File: src/hdl/timed_id_block_cache_defines.svh
// Assertion macros shared by the blocking cache RTL.
`ifndef TIMED_ID_BLOCK_CACHE_DEFINES_SVH
`define TIMED_ID_BLOCK_CACHE_DEFINES_SVH

// Checks that the consequent holds in the same cycle as the antecedent.
`define TIBC_ASSERT_SAME(lbl, clk, rst_n, ante, cons) \
  lbl: assert property (@(posedge clk) disable iff (!rst_n) (ante) |-> (cons)) \
    else $error("timed_id_block_cache: assertion failed");

// Checks that the consequent holds in the cycle after the antecedent.
`define TIBC_ASSERT_NEXT(lbl, clk, rst_n, ante, cons) \
  lbl: assert property (@(posedge clk) disable iff (!rst_n) (ante) |=> (cons)) \
    else $error("timed_id_block_cache: assertion failed");

// Checks a condition at every clock edge outside reset.
`define TIBC_ASSERT_ALWAYS(lbl, clk, rst_n, cond) \
  lbl: assert property (@(posedge clk) disable iff (!rst_n) (cond)) \
    else $error("timed_id_block_cache: assertion failed");

`endif

File: src/hdl/tibc_pkg.sv
`default_nettype none

package tibc_pkg;

  // Default number of cache entries.
  localparam int unsigned DefaultEntries = 16;

  // Blocking time after reset, in milliseconds.
  localparam logic [30:0] DurationReset = 31'd300000;

  // Register index, taken from address bit 2.
  localparam logic REG_DURATION = 1'b0;

  typedef enum logic {
    OP_LOOKUP = 1'b0,
    OP_STORE  = 1'b1
  } opcode_e;

  // Request token that walks the row of cells, one cell per cycle.
  typedef struct packed {
    logic        valid;
    opcode_e     op;
    logic [31:0] ident;
    logic [31:0] now_ms;
    logic        hit;
    logic        free_found;
    logic [31:0] sel_time;
  } token_t;

  // Write of one entry, broadcast to all cells.
  typedef struct packed {
    logic        en;
    logic [31:0] ident;
    logic [31:0] stamp;
  } entry_wr_t;

endpackage

`default_nettype wire

File: src/hdl/tibc_cell.sv
`default_nettype none

module tibc_cell #(
  parameter int unsigned IdxW    = 4,
  parameter int unsigned CellIdx = 0
) (
  input  wire logic               clk_i,
  input  wire logic               rst_ni,
  input  wire logic [30:0]        dur_i,
  input  wire tibc_pkg::token_t   tok_i,
  input  wire logic [IdxW-1:0]    sel_i,
  output tibc_pkg::token_t        tok_o,
  output logic [IdxW-1:0]         sel_o,
  input  wire tibc_pkg::entry_wr_t wr_i,
  input  wire logic [IdxW-1:0]    wr_idx_i
);
  import tibc_pkg::*;

  localparam logic [IdxW-1:0] MyIdx = IdxW'(CellIdx);

  logic [31:0]     ident_q;
  logic [31:0]     time_q;
  token_t          tok_d, tok_q;
  logic [IdxW-1:0] sel_d, sel_q;
  logic [32:0]     age;
  logic            match;

  // Age is an exact signed difference, so both sides are sign-extended.
  always_comb begin
    tok_d = tok_i;
    sel_d = sel_i;
    age   = {tok_i.now_ms[31], tok_i.now_ms} - {time_q[31], time_q};
    match = (ident_q == tok_i.ident) && (tok_i.ident != '0);
    if (tok_i.op == OP_LOOKUP && match &&
        $signed(age) <= $signed({2'b00, dur_i})) begin
      tok_d.hit = 1'b1;
    end
    if (!tok_i.free_found) begin
      if (ident_q == '0) begin
        tok_d.free_found = 1'b1;
        sel_d            = MyIdx;
      end else if (CellIdx == 0 || $signed(time_q) < $signed(tok_i.sel_time)) begin
        tok_d.sel_time = time_q;
        sel_d          = MyIdx;
      end
    end
  end

  always_ff @(posedge clk_i or negedge rst_ni) begin
    if (!rst_ni) begin
      tok_q <= '0;
      sel_q <= '0;
    end else begin
      tok_q <= tok_d;
      sel_q <= sel_d;
    end
  end

  always_ff @(posedge clk_i or negedge rst_ni) begin
    if (!rst_ni) begin
      ident_q <= '0;
      time_q  <= '0;
    end else if (wr_i.en && wr_idx_i == MyIdx) begin
      ident_q <= wr_i.ident;
      time_q  <= wr_i.stamp;
    end
  end

  assign tok_o = tok_q;
  assign sel_o = sel_q;

endmodule

`default_nettype wire

File: config.mk
export PLATFORM = sky130hd
export DESIGN_NAME = tibc_cell
export DESIGN_NICKNAME = d
export VERILOG_FILES = /design/src/hdl/timed_id_block_cache_defines.svh /design/src/hdl/tibc_pkg.sv /design/src/hdl/tibc_cell.sv
export SDC_FILE = /design/constraint.sdc
export NUM_CORES = 1
export LEC_CHECK = 0
export BUFFER_PORTS_ARGS = -buffer_cell sky130_fd_sc_hd__buf_2
export CELL_PAD_IN_SITES_DETAIL_PLACEMENT = 1
export CELL_PAD_IN_SITES_GLOBAL_PLACEMENT = 1
export CORE_MARGIN = 10
export CORE_UTILIZATION = 25
export DETAILED_ROUTE_END_ITERATION = 7
export PLACE_DENSITY = 0.55
export SLEW_MARGIN = 20
export SYNTH_ARGS = -nofsm -noshare
export SYNTH_HDL_FRONTEND = slang
export SYNTH_SLANG_ARGS = --single-unit
File: constraint.sdc
create_clock -name clk_i -period 8.6 [get_ports clk_i]
set_input_delay 0 -clock clk_i [delete_from_list [all_inputs] [get_ports clk_i]]
set_output_delay 0 -clock clk_i [all_outputs]
set_load 0.05 [all_outputs]
# ---- Word level (Yosys, flattened, before mapping)
# Index checks and enable logic that the tools add are counted.
dict set report totals {
  reg_bits 168
  inputBits 206
  wordCells 26
}
dict set report op_classes {
  n_addsub 1
  order_cmp 1
  n_eq_ne 1
  muxes 5
  bitwise_logic 1
  reduce_logical 7
}
# operator count
set ops {}
lappend ops {{$le 33x32->1} 1}
lappend ops {{$mux 33} 1}
lappend ops {{$sub 32x32->33} 1}
lappend ops {{$eq 32x32->1} 1}
lappend ops {{$logic_not 32->1} 1}
lappend ops {{$mux 32} 1}
lappend ops {{$reduce_bool 32->1} 1}
lappend ops {{$logic_and 1x1->1} 4}
lappend ops {{$logic_not 4->1} 1}
lappend ops {{$mux 4} 1}
lappend ops {{$mux 1} 2}
lappend ops {{$not 1->1} 1}

# ---- Longest topological paths before layout
dict set report depth {
  word_depth 5
  mapped_depth 20
  depth_no_buf 20
}

# ---- Worst setup path before layout
# OpenSTA, ideal clock, no wires.
dict set report synth_path {
  path_kind {register -> register}
  from {reg time_q[0]}
  to {reg tok_q, in the netlist tok_o[33]}
  setup_ps 121
  t_arrival_ps 3699
  required_time_ps 8479
  slack_ps 4780
  path_stages_with_launch 19
  period_less_slack_ps 3820
  path_cell_list {dfrtp_1 ha_1 fa_1 nor2b_1 o31ai_2 a21oi_1 a21oi_1 a31o_2 a22oi_4 mux2_1 o211a_1 ha_1 nand4_1 nor4_1 nor4b_1 a211oi_1 o32a_1 nand2_1 a21oi_1}
}
# item line_no
set synth_lines {}
lappend synth_lines {{start, declared} tibc_cell.sv:22} ;# logic [31:0] time_q;
lappend synth_lines {{start signal, assigned} tibc_cell.sv:65} ;# time_q <= wr_i.stamp;
lappend synth_lines {{end signal, assigned} tibc_cell.sv:54} ;# tok_q <= tok_d;
lappend synth_lines {{end, declared} tibc_cell.sv:23} ;# token_t tok_d, tok_q;

==> qor.yml <==
synth:
  ys.flop_type: "dfrtp_1"
  synth-compound-area-share: 0.1323
  synth-seq-area-share: 0.5040
  synth-edff-count: 0
  synth-simple-area-share: 0.1180
  synth-seq-cells: 168
  synthCells: 800
  synthDistinctLibCells: 55
  synthMuxAreaShare: 0.05085
  synth_top_family_by_area: "compound AO/OA/AOI/OAI gates"
  synthArstFlopShare: 1.000
  synth-xor-area-share: 0.05565
  synth_area_um2: 8342
  synthAdderAreaFrac: 0.09690
  yosys_warnings: 0
  syn_avg_cell_area_um2: 10.43
  syn-num-nets: 1070
cells_and_area:
  final_common_cell: "buf_2"
  drive_above_1_share: 0.3009
  fill_cells: 3834
  area_growth_pct: 53.17
  final_cell_mix: "buf_2, dlygate4sd3_1, dfrtp_1, nand2_1, o21ai_0"
  layout.nets: 1551
  final_cells: 1742
global_routing:
  grt_max_degree: 105
  antenna_found_initial: 5
  overflow: 0
  grt_pass1_wl_um: 52430
  grt_usage: 0.1639
  grt_pass1_vias: 8759
cts:
  numCtsBuffers: 17
  htreeDepth: 4
  post_cts_resized: 0
  cts.sinks: 168
  clk_pin_slew_ns: 0.08
  clk_latency_ns: 0.45
  postCtsSetupBuffers: 0
  cts_tree: "yes"
  cts_buffer_depth: 2
  cts_root_buf: "clkbuf_16"
placement:
  numPortBuffers: 309
  gp_congestion: 0.7998
  dpl.hpwl_um: 25120
  place_inst: 1532
floorplan:
  die_area_um2: 41070
  io_pins: 310
  die_width_um: 202.7
  die_h_um: 202.7
  core_um2: 32700
  start_util: 0.2551
  rows: 66
timing:
  fmax_mhz: 215.0
  worst_pin_slew_ns: 0.9815
  rsz0062_at_grt: "false"
  finClkSkew_ns: 0.01701
  slew_headroom: 0.3457
  drv_slew: 0
  hold_viol: 0
  setup_viol: 0
  fin_crit_sh: 0.5408
  fin_crit_ns: 4.651
  timing.setup.tns_ns: 0
worst_setup_path:
  worstSetupPathType: "register to register"
  slowest_stage: "fa_1"
  crit_path_frequent_cell: "a21oi_1"
  crit_path_start_kind: "register"
  cp_max_fo: 3
  cp_top_family: "compound AO/OA/AOI/OAI gates"
  max_stage_delay_ns: 0.41
  critPathBufInv: 0
  cp.required_ns: 8.98
  critical_path.cell_chain: "ha_1, fa_1, nor2b_1, o31ai_2, a21oi_1, a21oi_1, a31o_2, a22oi_4, mux2_1, o211a_1, ha_1, a21o_1, a21o_1, a221oi_1, o21ai_0, a211oi_1, o32a_1, nand2_1, a21oi_1"
  worstSetupEndpointType: "register"
  cp_data_arrival_time_ns: 5.03
route:
  firstDrtPassIters: 4
  wl_um: 33880
  drt_iter0_markers: 301
  vias: 7764
  vias_per_cell: 4.457
  ant_nets: 0
  drc: 0
  wl_per_cell_um: 19.45
run_status:
  status: "finished, final reports clean"
job:
  maxCapViolCount: 0
pwr:
  vdd_drop_max_mv: 0.1300
  powerDensity_nw_per_um2: 225.9
  leakagePower_nw: 6.167
worst_hold_path:
  hold_class: "input port to register"
==> cell families after synthesis <==
| logic type | Yosys count |
|---|---|
| AOI/OAI and AO/OA | 180 |
| xor gates and xnor gates | 53 |
| adders and majority gates | 64 |
| buffers and inverters | 94 |
| DFF | 168 |
| muxes | 38 |
| and+or+nand+nor | 203 |
==> cells in the mapped netlist, types with 2 or more instances <==
master | n | area (um^2)
ha_1 | 63 | 788.3
mux2_2 | 34 | 382.9
nand3_1 | 9 | 45.04
a21o_1 | 15 | 112.6
nor2b_1 | 7 | 43.79
mux2i_1 | 3 | 30.03
xor2_1 | 24 | 210.2
nor2_1 | 21 | 78.83
a31oi_1 | 2 | 12.51
o211ai_1 | 3 | 22.52
o21bai_1 | 4 | 30.03
a211oi_1 | 4 | 30.03
a21oi_1 | 42 | 210.2
dfrtp_1 | 168 | 4204
o21a_1 | 5 | 37.54
nor4_1 | 25 | 156.4
o21ai_1 | 7 | 35.03
clkbuf_1 | 17 | 63.81
o21ai_0 | 74 | 370.4
and2_1 | 5 | 31.28
nand4_1 | 16 | 100.1
nand2b_1 | 5 | 31.28
and3_1 | 4 | 25.02
and4_1 | 2 | 17.52
o2bb2ai_1 | 2 | 17.52
nor3_1 | 9 | 45.04
a31o_2 | 2 | 17.52
buf_1 | 5 | 18.77
a21oi_2 | 2 | 17.52
o31a_1 | 2 | 17.52
xnor2_1 | 29 | 254.0
nand2_1 | 92 | 345.3
inv_1 | 72 | 270.3
a221oi_1 | 5 | 43.79
==> routing by layer <==
layer  part of all wire  vias to the layer above  track usage
met5                  0                        -            0
met4              0.024                        0      0.06581
met3              0.048                       38      0.03534
met2               0.50                      206       0.2855
met1               0.42                     3769       0.1919
li1                   -                     3751            -
==> final cells by class <==
cell class	count	area, um^2	share of cell area
Multi-Input combinational cell	538	3799	0.2973
Clock buffer	21	470.5	0.03682
Timing Repair Buffer	484	3297	0.2580
Sequential cell	168	4204	0.3290
Inverter	72	270.3	0.02115
Clock inverter	10	166.4	0.01302
Antenna cell	7	17.52	0.001371
Tap cell	442	553.0	0.04328
==> worst register-to-register path, stage by stage, from the launching register on <==
cell      delay, ns
dfrtp_1        0.40
ha_1           0.23
fa_1           0.41
nor2b_1        0.19
o31ai_2        0.11
a21oi_1        0.28
a21oi_1        0.16
a31o_2         0.28
a22oi_4        0.18
mux2_1         0.34
o211a_1        0.13
ha_1           0.28
a21o_1         0.16
a21o_1         0.17
a221oi_1       0.27
o21ai_0        0.19
a211oi_1       0.40
o32a_1         0.23
nand2_1        0.05
a21oi_1        0.12
==> flip-flops by register name (all words and copies together) (netlist names) <==
signal   count
sel_o        4
ident_q     32
time_q      32
tok_o      100
==> path summary, 6_finish.rpt <==
kind | endpoint | cells past startpoint | slack, ns | from
max | tok_o[33] | 19 | 3.95 | time_q[0]
min | time_q[4] | 3 | 0.12 | wr_i[64]
max reg2reg | tok_o[33] | 19 | 3.95 | time_q[0]
min reg2reg | time_q[14] | 2 | 0.55 | time_q[14]
max in group asynchronous | ident_q[26] | 3 | 6.83 | rst_ni
min in group asynchronous | time_q[6] | 2 | 0.30 | rst_ni
==> where the power goes <==
part	switching, W	internal [W]
logic	0.000654	0.000432
clock network	0.000333	0.000510
registers	0.0000600	0.000899
total	0.00105	0.00184
==> timing repair <==
| action | CTS | global route |
|---|---|---|
| endpoints found under the hold margin | 270 | 0 |
| setup endpoints to repair | 0 | 0 |
| hold buffers | 172 | 0 |
==> per-stage QoR <==
stage               area [um^2]  hold WS, ns    util  power [W]  setup WS (ns)
floorplan                  8342      -0.2956       -   0.001669          4.780
global placement          10400       0.1106  0.3181   0.001983          4.042
detailed placement        10400       0.1094  0.3181   0.001998          3.916
CTS                       12760      0.09588  0.3902   0.002920          3.899
global route              12770       0.1385  0.3906   0.003080          3.604
finish                    12780       0.1181  0.3907   0.002887          3.949
Note: power is estimated with default switching activity, not from simulation.
